<file path="src/hw/rtl/eqdb_pkg.sv">
// ----------------------------------------------------------------------------
// eqdb_pkg
// Shared types and constants for the encoder queue descriptor builder.
// ----------------------------------------------------------------------------
package eqdb_pkg;

  // ring size in bytes, a power of two no larger than the offset range
  localparam int RING_BYTES = 4194304;
  localparam int DESC_SLOTS = 32;

  localparam int ENTRY_BITS = 32;
  localparam int OFF_BITS   = 24;
  localparam int CH_BITS    = 5;
  localparam int NUM_CH     = 32;
  localparam int FTYPE_BITS = 2;
  localparam int CSIZE_BITS = 20;
  localparam int GOP_BITS   = 8;
  localparam int CNT_BITS   = 6;
  localparam int STAT_BITS  = 3;
  localparam int SLOT_BITS  = $clog2(DESC_SLOTS);

  // entry word layout
  localparam int CH_LSB    = 24;
  localparam int FTYPE_LSB = 29;

  localparam logic [OFF_BITS:0]   RING_SPAN = (OFF_BITS + 1)'(RING_BYTES);
  localparam logic [OFF_BITS-1:0] RING_MASK = OFF_BITS'(RING_SPAN - 1'b1);

  // code size rounding: add header pad, clear the low five bits
  localparam int ROUND_BITS = CSIZE_BITS + 1;
  localparam logic [ROUND_BITS-1:0] ROUND_PAD  = ROUND_BITS'(64 + 32);
  localparam logic [ROUND_BITS-1:0] ROUND_MASK = ~ROUND_BITS'(31);

  localparam logic [SLOT_BITS-1:0] SLOT_LAST = SLOT_BITS'(DESC_SLOTS - 1);

  localparam int IN_DATA_BITS   = ((2 * ENTRY_BITS + CSIZE_BITS + 7) / 8) * 8;
  localparam int OUT_FIELD_BITS = CH_BITS + FTYPE_BITS + 2 * OFF_BITS + SLOT_BITS + 1
                                  + GOP_BITS;
  localparam int OUT_DATA_BITS  = ((OUT_FIELD_BITS + 7) / 8) * 8;

  localparam logic [FTYPE_BITS-1:0] FRAME_I = '0;

  typedef enum logic [STAT_BITS-1:0] {
    STAT_ACCEPTED      = 3'd0,
    STAT_NO_LISTENER   = 3'd1,
    STAT_WRAP_MISMATCH = 3'd2,
    STAT_AWAIT_I       = 3'd3,
    STAT_BAD_CHANNEL   = 3'd4
  } status_t;

  typedef enum logic [1:0] {
    CFG_LISTENER_MASK = 2'd0,
    CFG_CHANNEL_COUNT = 2'd1,
    CFG_DEFAULT_GOP   = 2'd2
  } cfg_reg_t;

  typedef struct packed {
    logic [NUM_CH-1:0]   listener_mask;
    logic [CNT_BITS-1:0] channel_count;
    logic [GOP_BITS-1:0] default_gop;
  } cfg_t;

  typedef struct packed {
    logic               set_pending;
    logic               clr_pending;
    logic               adv_slot;
    logic [CH_BITS-1:0] ch;
  } state_upd_t;

  typedef struct packed {
    status_t               status;
    logic [CH_BITS-1:0]    channel;
    logic [FTYPE_BITS-1:0] frame_type;
    logic [OFF_BITS-1:0]   offset;
    logic [OFF_BITS-1:0]   byte_count;
    logic [SLOT_BITS-1:0]  slot;
    logic                  gop_write;
    logic [GOP_BITS-1:0]   gop_value;
  } result_t;

endpackage

</file>
<file path="src/hw/rtl/eqdb_cfg_regs.sv">
// ----------------------------------------------------------------------------
// eqdb_cfg_regs
// Configuration registers: listener mask, channel count and default GOP.
// ----------------------------------------------------------------------------
module eqdb_cfg_regs
  import eqdb_pkg::*;
(
  input  logic                  clk,
  input  logic                  rst,
  input  logic                  cfg_valid,
  output logic                  cfg_ready,
  input  logic [1:0]            cfg_index,
  input  logic [ENTRY_BITS-1:0] cfg_data,
  output cfg_t                  cfg
);

  assign cfg_ready = 1'b1;

  always_ff @(posedge clk) begin
    if (rst) begin
      cfg.listener_mask <= '0;
      cfg.channel_count <= CNT_BITS'(16);
      cfg.default_gop   <= GOP_BITS'(30);
    end else if (cfg_valid) begin
      unique case (cfg_index)
        CFG_LISTENER_MASK: cfg.listener_mask <= cfg_data[NUM_CH-1:0];
        CFG_CHANNEL_COUNT: cfg.channel_count <= cfg_data[CNT_BITS-1:0];
        CFG_DEFAULT_GOP:   cfg.default_gop   <= cfg_data[GOP_BITS-1:0];
        default: ;
      endcase
    end
  end

endmodule

</file>
<file path="src/hw/rtl/eqdb_gop_state.sv">
// ----------------------------------------------------------------------------
// eqdb_gop_state
// Per-channel GOP reset flags and the descriptor write pointer.
// ----------------------------------------------------------------------------
module eqdb_gop_state
  import eqdb_pkg::*;
(
  input  logic                 clk,
  input  logic                 rst,
  input  logic [CH_BITS-1:0]   lookup_ch,
  output logic                 pending,
  output logic [SLOT_BITS-1:0] write_slot,
  input  logic                 commit,
  input  state_upd_t           upd
);

  logic [NUM_CH-1:0] gop_reset_pending;

  assign pending = gop_reset_pending[lookup_ch];

  always_ff @(posedge clk) begin
    if (rst) begin
      gop_reset_pending <= '0;
      write_slot        <= '0;
    end else if (commit) begin
      if (upd.set_pending) begin
        gop_reset_pending[upd.ch] <= 1'b1;
      end else if (upd.clr_pending) begin
        gop_reset_pending[upd.ch] <= 1'b0;
      end
      if (upd.adv_slot) begin
        write_slot <= (write_slot == SLOT_LAST) ? '0 : write_slot + 1'b1;
      end
    end
  end

endmodule

</file>
<file path="src/hw/rtl/eqdb_classify.sv">
// ----------------------------------------------------------------------------
// eqdb_classify
// Field extraction, ring length, wrap check and the accept/drop decision.
// ----------------------------------------------------------------------------
module eqdb_classify
  import eqdb_pkg::*;
(
  input  logic [ENTRY_BITS-1:0] current_entry,
  input  logic [ENTRY_BITS-1:0] next_entry,
  input  logic [CSIZE_BITS-1:0] code_size,
  input  cfg_t                  cfg,
  input  logic                  pending,
  input  logic [SLOT_BITS-1:0]  write_slot,
  output logic [CH_BITS-1:0]    ch,
  output result_t               res,
  output state_upd_t            upd
);

  logic [FTYPE_BITS-1:0] ftype;
  logic [OFF_BITS-1:0]   cur_off;
  logic [OFF_BITS-1:0]   nxt_off;
  logic [OFF_BITS-1:0]   len;
  logic [ROUND_BITS-1:0] rounded;
  logic                  bad_ch;
  logic                  no_listener;
  logic                  mismatch;

  assign ch      = current_entry[CH_LSB +: CH_BITS];
  assign ftype   = current_entry[FTYPE_LSB +: FTYPE_BITS];
  assign cur_off = current_entry[OFF_BITS-1:0];
  assign nxt_off = next_entry[OFF_BITS-1:0];

  // distance modulo the ring
  assign len     = (nxt_off - cur_off) & RING_MASK;
  assign rounded = (ROUND_BITS'(code_size) + ROUND_PAD) & ROUND_MASK;

  assign bad_ch      = CNT_BITS'(ch) >= cfg.channel_count;
  assign no_listener = !cfg.listener_mask[ch];
  assign mismatch    = (cur_off > nxt_off) && (len != OFF_BITS'(rounded));

  always_comb begin
    res.status     = STAT_ACCEPTED;
    res.channel    = ch;
    res.frame_type = ftype;
    res.offset     = cur_off;
    res.byte_count = len;
    res.slot       = '0;
    res.gop_write  = 1'b0;
    res.gop_value  = '0;
    upd.set_pending = 1'b0;
    upd.clr_pending = 1'b0;
    upd.adv_slot    = 1'b0;
    upd.ch          = ch;
    priority if (bad_ch) begin
      res.status = STAT_BAD_CHANNEL;
    end else if (no_listener) begin
      res.status = STAT_NO_LISTENER;
    end else if (mismatch) begin
      res.status      = STAT_WRAP_MISMATCH;
      res.gop_write   = 1'b1;
      res.gop_value   = GOP_BITS'(1);
      upd.set_pending = 1'b1;
    end else if (pending && ftype != FRAME_I) begin
      res.status = STAT_AWAIT_I;
    end else begin
      // an I frame closes an armed reset
      if (pending) begin
        res.gop_write   = 1'b1;
        res.gop_value   = cfg.default_gop;
        upd.clr_pending = 1'b1;
      end
      res.slot     = write_slot;
      upd.adv_slot = 1'b1;
    end
  end

endmodule

</file>
<file path="src/hw/rtl/encoder_queue_descriptor_builder.sv">
// ----------------------------------------------------------------------------
// encoder_queue_descriptor_builder
// Turns encoder completion-queue entries into frame descriptors.
// ----------------------------------------------------------------------------
// Takes one queue entry per clock while the output is not stalled and
// returns exactly one result per entry. The entry is captured in an input
// register, classified in one pass of logic (field extraction, ring
// distance, wrap check, per-channel GOP flag lookup) and written to the result
// register, so a new entry can follow every cycle when the output is free;
// the input side keeps taking entries while one result waits, until both
// registers are full. The 32 per-channel GOP reset flags and the descriptor
// write pointer live in flip-flops and clear on reset. The ring size must be
// a power of two. Configuration writes are always taken and should only be
// issued while no entry is in flight.
module encoder_queue_descriptor_builder
  import eqdb_pkg::*;
(
  input  logic                     clk,
  input  logic                     rst,
  input  logic                     s_axis_tvalid,
  output logic                     s_axis_tready,
  // current_entry, next_entry, code_size
  input  logic [IN_DATA_BITS-1:0]  s_axis_tdata,
  output logic                     m_axis_tvalid,
  input  logic                     m_axis_tready,
  // channel, frame_type, offset, byte_count, slot, gop_write, gop_value
  output logic [OUT_DATA_BITS-1:0] m_axis_tdata,
  // status
  output logic [STAT_BITS-1:0]     m_axis_tuser,
  input  logic                     cfg_valid,
  output logic                     cfg_ready,
  input  logic [1:0]               cfg_index,
  input  logic [ENTRY_BITS-1:0]    cfg_data
);

  cfg_t                  cfg;
  logic                  in_valid;
  logic [ENTRY_BITS-1:0] in_cur;
  logic [ENTRY_BITS-1:0] in_next;
  logic [CSIZE_BITS-1:0] in_csize;
  logic                  advance;
  logic [CH_BITS-1:0]    ch;
  logic                  pending;
  logic [SLOT_BITS-1:0]  write_slot;
  result_t               res;
  result_t               out_res;
  state_upd_t            upd;

  assign advance       = in_valid && (!m_axis_tvalid || m_axis_tready);
  assign s_axis_tready = !in_valid || advance;

  always_ff @(posedge clk) begin
    if (rst) begin
      in_valid <= 1'b0;
    end else if (s_axis_tready) begin
      in_valid <= s_axis_tvalid;
    end
  end

  always_ff @(posedge clk) begin
    if (s_axis_tready && s_axis_tvalid) begin
      in_cur   <= s_axis_tdata[ENTRY_BITS-1:0];
      in_next  <= s_axis_tdata[ENTRY_BITS +: ENTRY_BITS];
      in_csize <= s_axis_tdata[2*ENTRY_BITS +: CSIZE_BITS];
    end
  end

  eqdb_cfg_regs u_cfg (
    .clk       (clk),
    .rst       (rst),
    .cfg_valid (cfg_valid),
    .cfg_ready (cfg_ready),
    .cfg_index (cfg_index),
    .cfg_data  (cfg_data),
    .cfg       (cfg)
  );

  eqdb_gop_state u_state (
    .clk        (clk),
    .rst        (rst),
    .lookup_ch  (ch),
    .pending    (pending),
    .write_slot (write_slot),
    .commit     (advance),
    .upd        (upd)
  );

  eqdb_classify u_classify (
    .current_entry (in_cur),
    .next_entry    (in_next),
    .code_size     (in_csize),
    .cfg           (cfg),
    .pending       (pending),
    .write_slot    (write_slot),
    .ch            (ch),
    .res           (res),
    .upd           (upd)
  );

  // result register
  always_ff @(posedge clk) begin
    if (rst) begin
      m_axis_tvalid <= 1'b0;
    end else if (advance) begin
      m_axis_tvalid <= 1'b1;
    end else if (m_axis_tready) begin
      m_axis_tvalid <= 1'b0;
    end
  end

  always_ff @(posedge clk) begin
    if (advance) begin
      out_res <= res;
    end
  end

  assign m_axis_tuser = out_res.status;
  assign m_axis_tdata = OUT_DATA_BITS'({out_res.gop_value, out_res.gop_write, out_res.slot,
                                        out_res.byte_count, out_res.offset,
                                        out_res.frame_type, out_res.channel});

endmodule

</file>
<file path="config.mk">
export PLATFORM = sky130hd
export DESIGN_NAME = encoder_queue_descriptor_builder
export DESIGN_NICKNAME = d
export VERILOG_FILES = /design/src/hw/rtl/eqdb_pkg.sv /design/src/hw/rtl/eqdb_cfg_regs.sv /design/src/hw/rtl/eqdb_gop_state.sv /design/src/hw/rtl/eqdb_classify.sv /design/src/hw/rtl/encoder_queue_descriptor_builder.sv
export SDC_FILE = /design/constraint.sdc
export NUM_CORES = 1
export LEC_CHECK = 0
export BUFFER_PORTS_ARGS = -buffer_cell sky130_fd_sc_hd__buf_2
export CORE_ASPECT_RATIO = 0.75
export CORE_UTILIZATION = 45
export CTS_BUF_LIST = sky130_fd_sc_hd__clkbuf_2
export CTS_CLUSTER_DIAMETER = 50
export CTS_CLUSTER_SIZE = 8
export DETAILED_ROUTE_END_ITERATION = 8
export PLACE_DENSITY = 0.67
export SLEW_MARGIN = 20
export SYNTH_ARGS = -nofsm -noshare
export SYNTH_HDL_FRONTEND = slang
export SYNTH_SLANG_ARGS = --single-unit
</file>
<file path="constraint.sdc">
create_clock -name clk -period 6.8 [get_ports clk]
set_clock_uncertainty 0.2 [all_clocks]
set_input_delay 0.34 -clock clk [delete_from_list [all_inputs] [get_ports clk]]
set_output_delay 0.34 -clock clk [all_outputs]
set_load 0.005 [all_outputs]
</file>
==> flow_metrics.env, run 1 <==
export IMPL_grt_pass1_wl_um=43800
export IMPL_final_hold_viol_count=0
export IMPL_synth_area_leaders="edfxtp_1 (39%), dfxtp_1 (16%), ha_1 (6.2%)"
export IMPL_slowest_delay_ns=0.63
export IMPL_die_w_um=180
export IMPL_viasPerCell=5.32
export IMPL_synth_top_area_cell="edfxtp_1"
export IMPL_maxCapViolations=0
export IMPL_initialDrtViolationCount=573
export IMPL_cp_arrival_ns=5.08
export IMPL_synth_compound_area_share_pct=12.9
export IMPL_ys_ff_latch=225
export IMPL_synth_ff_type="edfxtp_1"
export IMPL_dp_cells=1396
export IMPL_fin_cells=1598
export IMPL_h_tree_depth=2
export IMPL_grt_overflow=0
export IMPL_cp_slowest_cell="a211oi_1"
export IMPL_final_layout_size_suffix_gt1_share_pct=22.4
export IMPL_crit_cells=11
export IMPL_ir_drop_uv=164
export IMPL_nNetsFinal=1460
export IMPL_relSlewSlack_pct=30.0
export IMPL_tightest_slew_ns=1.05
export IMPL_final_cell_mix="buf_2 (180), dlygate4sd3_1 (147), edfxtp_1 (140), nand2_1 (101), dfxtp_1 (85)"
export IMPL_regArea_mm2=0.00591
export IMPL_grt_max_degree=94
export IMPL_synth_top_family_by_area="compound AO/OA/AOI/OAI gates"
export IMPL_worstSetupStartpoint="in_cur[13]$_DFFE_PP_"
export IMPL_grtUsageTotal_pct=23.0
export IMPL_synth_edf_count=140
export IMPL_place_gp_congestion=0.908
export IMPL_io_pin_count=205
export IMPL_min_period_ns=4.62
export IMPL_multi_input_comb_area_mm2=0.00434
export IMPL_dieArea_mm2=0.0243
export IMPL_synth_xor_area_share_pct=3.54
export IMPL_synth_mux_area_share_pct=5.35
export IMPL_reg2reg_depth=11
export IMPL_period_share_pct=67.9
export IMPL_power_total_uw=2720
export IMPL_clk_pin_slew_ns=0.16
export IMPL_rsz0062_at_grt="false"
export IMPL_setup_ws_ns=2.18
export IMPL_reg2reg_slack_ns=2.18
export IMPL_post_drt_wl_per_cell_um=17.5
export IMPL_min_path_type="in2reg"
export IMPL_fillers=1920
export IMPL_cp_max_fo=13
export IMPL_synth_cell_type_count=70
export IMPL_crit_chain="inv_1 > ha_1 > and4_1 > nor3b_1 > a21bo_2 > a211oi_1 > xnor2_1 > nand4_1 > o31a_1 > nand3_1 > o22ai_1"
export IMPL_finalSetupViolCount=0
export IMPL_powerDensity_mw_per_mm2=200
export IMPL_ant_nets=0
export IMPL_place_area_mm2=0.0118
export IMPL_r2r_start="in_cur[13]$_DFFE_PP_"
export IMPL_slew_viol_final=0
export IMPL_io_buffers=180
export IMPL_synth_adder_area_share_pct=6.40
export IMPL_drt_drc_violations_left=18
export IMPL_clock_fmax_ghz=0.217
export IMPL_fp_dieH_um=135
export IMPL_tritoncts="done"
export IMPL_syn_inst=950
export IMPL_core_mm2=0.0231
export IMPL_criticalPathCategory="reg2reg"
export IMPL_num_rows=48
export IMPL_synth_top_cell_area_share_pct=39.4
export IMPL_cts_buffers=34
export IMPL_cts_root_buf="clkbuf_2"
export IMPL_synthSimpleGateAreaFrac_pct=12.2
export IMPL_syn_to_final_growth_pct=27.3
export IMPL_finalWirelength_um=27900
export IMPL_async_flop_share_pct=0
export IMPL_drt_pass1_iterations=7
export IMPL_initial_core_util_pct=46.1
export IMPL_endpoint_kind="register"
export IMPL_seq_area_frac_synth_pct=55.4
export IMPL_startpoint_type="register"
export IMPL_syn_avg_cell_area_um2=11.2
export IMPL_layout_commonest_cell="buf_2"
export IMPL_final_area_mm2=0.0136
export IMPL_ctsResizeCount=0
export IMPL_hold_start="s_axis_tdata[32]"
export IMPL_insertion_delay_ns=0.78
export IMPL_cts_buffer_depth=3
export IMPL_yosysWarningCount=0
export IMPL_required_ns=7.26
export IMPL_hpwl_um=17600
export IMPL_synth_cell_area_mm2=0.0107
export IMPL_pre_cts_slack_ns=2.38
export IMPL_crit_buf_inv=1
export IMPL_leakagePower_uw=0.00550
export IMPL_violations="DRC"
export IMPL_antenna_found_initial=1
export IMPL_num_vias=8509
export IMPL_grt_pass1_vias=8083
export IMPL_cp_top_family="compound AO/OA/AOI/OAI gates"
export IMPL_cts_sinks=225
export IMPL_final_setup_tns_ns=0
export IMPL_status="complete, but fails checks"
-- where the power goes --
group | total, uW | switching [uW] | internal [uW]
registers | 1560 | 34.3 | 1520
clock network | 707 | 482 | 225
logic | 452 | 246 | 206
total | 2720 | 762 | 1950
-- Yosys cell counts, types with 19 or more instances --
cell type,number
a21oi_1,75
clkbuf_1,25
dfxtp_1,85
edfxtp_1,140
ha_1,53
inv_1,65
mux4_2,20
nand2_1,101
nand3_1,19
nor2_1,52
o21ai_0,52
o22ai_1,32
xnor2_1,20
-- cells by family (layout without fill, tap and decap cells) --
family / count (synthesis) / count (layout)
flops: 225 / 225
mux: 32 / 32
compound gates: 223 / 223
buf+inv: 110 / 452
simple gates: 265 / 265
xor+xnor: 39 / 39
fa+ha+maj: 54 / 54
other cells: 2 / 8
-- through the flow --
step	utilization [%]	hold slack, ns
finish	58.7	0.0855
global placement	51.1	0.237
global route	58.7	0.0135
CTS	58.6	0.000948
floorplan	-	0.221
detailed placement	51.1	0.243
-- cell type report --
type / instances / area share [%]
flip-flops and latches: 225 / 43.5
repair buffers: 334 / 17.9
diodes: 2 / 0.0368
clock buffers: 49 / 1.81
well taps: 300 / 2.76
multi-input cells: 619 / 31.9
clock inverters: 4 / 0.304
inverters: 65 / 1.81
-- worst min-delay path by stage --
| stage | end | slack (ns) | cells past startpoint |
|---|---|---|---|
| 5_1_grt | in_next[0]$_DFFE_PP_ | 0.01 | 2 |
| 6_report | in_next[0]$_DFFE_PP_ | 0.09 | 2 |
| 4_1_cts | in_cur[2]$_DFFE_PP_ | 0.0009 | 2 |
| 3_3_place_gp | u_cfg.cfg[1]$_SDFFE_PP1P_ | 0.24 | 1 |
| 3_5_place_dp | u_cfg.cfg[37]$_SDFFE_PP0P_ | 0.24 | 2 |
| 2_1_floorplan | m_axis_tdata[0]$_DFFE_PP_ | 0.22 | 0 |
-- per-layer routing --
layer | vias to the layer above | wire length, um | track usage (%)
met5 | - | 0 | 0
met4 | 0 | 711 | 7.52
met3 | 55 | 1970 | 4.95
met2 | 318 | 11700 | 33.0
met1 | 4048 | 13500 | 34.2
li1 | 4088 | - | -
-- repair_timing --
item,4_1_cts,5_1_grt
setup endpoints to repair,0,0
hold endpoints to repair,118,2
setup buffers,0,0
hold buffers,145,2
Note: power is estimated with default switching activity, not from simulation.
==> run 2: changes to the inputs <==
==> constraint.sdc (replaced) <==
create_clock -name clk -period 4.4 [get_ports clk]
set_clock_uncertainty 0.2 [all_clocks]
set_input_delay 0.22 -clock clk [delete_from_list [all_inputs] [get_ports clk]]
set_output_delay 0.22 -clock clk [all_outputs]
set_load 0.005 [all_outputs]
==> flow_metrics.env, run 2 (synthesized netlist as in run 1, its figures left out) <==
export IMPL_status="complete, but fails checks"
export IMPL_violations="DRC"
export IMPL_final_area_mm2=0.0148
export IMPL_syn_to_final_growth_pct=38.3
export IMPL_power_total_uw=4360
export IMPL_final_hold_viol_count=0
export IMPL_core_mm2=0.0231
export IMPL_initial_core_util_pct=46.1
export IMPL_final_cell_mix="dlygate4sd3_1 (242), buf_2 (180), edfxtp_1 (140), nand2_1 (101), dfxtp_1 (85)"
export IMPL_cp_arrival_ns=4.63
export IMPL_io_pin_count=205
export IMPL_clock_fmax_ghz=0.239
export IMPL_crit_chain="ha_1 > fa_1 > nand2b_1 > a21oi_4 > nor2_1 > o221a_2 > xnor2_1 > o2111ai_1 > or4_1 > o31a_4 > buf_4 > o31ai_1 > a21oi_1"
export IMPL_period_share_pct=95.1
export IMPL_finalSetupViolCount=0
export IMPL_relSlewSlack_pct=30.8
export IMPL_slew_viol_final=0
export IMPL_die_w_um=180
export IMPL_fillers=1769
export IMPL_ir_drop_uv=204
export IMPL_num_vias=9253
export IMPL_place_area_mm2=0.0120
export IMPL_cp_top_family="compound AO/OA/AOI/OAI gates"
export IMPL_drt_pass1_iterations=9
export IMPL_leakagePower_uw=0.00602
export IMPL_io_buffers=180
export IMPL_tightest_slew_ns=1.04
export IMPL_initialDrtViolationCount=834
export IMPL_finalWirelength_um=31100
export IMPL_min_path_type="in2reg"
export IMPL_num_rows=48
export IMPL_tritoncts="done"
export IMPL_startpoint_type="register"
export IMPL_maxCapViolations=0
export IMPL_ant_nets=0
export IMPL_clk_pin_slew_ns=0.17
export IMPL_criticalPathCategory="reg2reg"
export IMPL_grtUsageTotal_pct=25.5
export IMPL_cts_buffers=36
export IMPL_place_gp_congestion=0.906
export IMPL_layout_commonest_cell="dlygate4sd3_1"
export IMPL_drt_drc_violations_left=18
export IMPL_hpwl_um=18600
export IMPL_final_layout_size_suffix_gt1_share_pct=22.7
export IMPL_cp_max_fo=9
export IMPL_slowest_delay_ns=0.56
export IMPL_antenna_found_initial=2
export IMPL_final_setup_tns_ns=0
export IMPL_dieArea_mm2=0.0243
export IMPL_grt_pass1_vias=9091
export IMPL_h_tree_depth=2
export IMPL_min_period_ns=4.19
export IMPL_cts_buffer_depth=3
export IMPL_dp_cells=1414
export IMPL_cts_root_buf="clkbuf_2"
export IMPL_grt_pass1_wl_um=48400
export IMPL_crit_buf_inv=1
export IMPL_cp_slowest_cell="or4_1"
export IMPL_cts_sinks=225
export IMPL_grt_max_degree=71
export IMPL_grt_overflow=0
export IMPL_endpoint_kind="register"
export IMPL_viasPerCell=5.38
export IMPL_fp_dieH_um=135
export IMPL_fin_cells=1719
export IMPL_insertion_delay_ns=0.79
export IMPL_powerDensity_mw_per_mm2=296
export IMPL_rsz0062_at_grt="false"
export IMPL_nNetsFinal=1577
export IMPL_post_drt_wl_per_cell_um=18.1
export IMPL_required_ns=4.85
-- run 2: cell types whose count changed in the layout (fill, tap and decap cells not counted), moves of 2 or more --
cell / before / now
buf_4: 7 / 27
clkinvlp_4: 0 / 2
diode_2: 2 / 4
dlygate4sd3_1: 147 / 242
-- run 2: metrics by stage --
stage	utilization, %	hold slack [ns]	setup slack [ns]
after floorplan	-	0.119	0.504
after global placement	51.7	0.197	0.227
after detailed placement	51.7	0.198	0.0422
after CTS	63.5	0.00278	0.0911
after global routing	63.8	0.0465	0.00755
final	63.8	0.0900	0.215
-- run 2: path summary, 6_finish.rpt --
| path | cells after the start | slack, ns | to | start |
|---|---|---|---|---|
| worst max-delay path | 13 | 0.21 | u_state.write_slot[2]$_SDFFE_PP0P_ | in_cur[0]$_DFFE_PP_ |
| worst min-delay path | 4 | 0.09 | u_cfg.cfg[14]$_SDFFE_PP0P_ | cfg_data[0] |
| worst max register to register | 13 | 0.21 | u_state.write_slot[2]$_SDFFE_PP0P_ | in_cur[0]$_DFFE_PP_ |
| worst min register to register | 2 | 0.27 | u_cfg.cfg[32]$_SDFFE_PP0P_ | u_cfg.cfg[32]$_SDFFE_PP0P_ |
-- run 2: layer usage --
layer	part of all wire [%]	global-route usage, %	vias to the layer above
li1	-	-	4322
met1	45	35.6	4414
met2	44	39.0	431
met3	7.8	5.51	86
met4	3.5	10.2	0
met5	0	0	-
-- run 2: what timing repair did --
item / in CTS / in global routing
setup buffers: 0 / 2
pin swaps: 0 / 0
endpoints found under the setup margin: 1 / 16
gates resized for setup: 1 / 7
endpoints found under the hold margin: 156 / 0
hold buffers: 242 / 0
-- run 2: power by group --
part	total, uW	internal [uW]	switching, uW
Combinational	808	397	411
Clock	1150	364	784
Sequential	2410	2350	53.6
-- run 2: layout make-up --
cell class	instances	area, um2	share of cell area (%)
inverter	65	245	1.66
tap	300	375	2.54
timing repair buffer	449	3530	23.9
sequential	225	5910	40.0
clock inverter	7	63.8	0.432
multi-input combinational	619	4380	29.7
clock buffer	50	250	1.70
antenna	4	10.0	0.0678
-- run 2: tightest hold or removal path, delay by kind of cell --
kind / cells / cell delay (ns)
AND/OR/NAND/NOR: 1 / 0.05
AO/OA/AOI/OAI: 1 / 0.05
buffers and inverters: 2 / 0.73
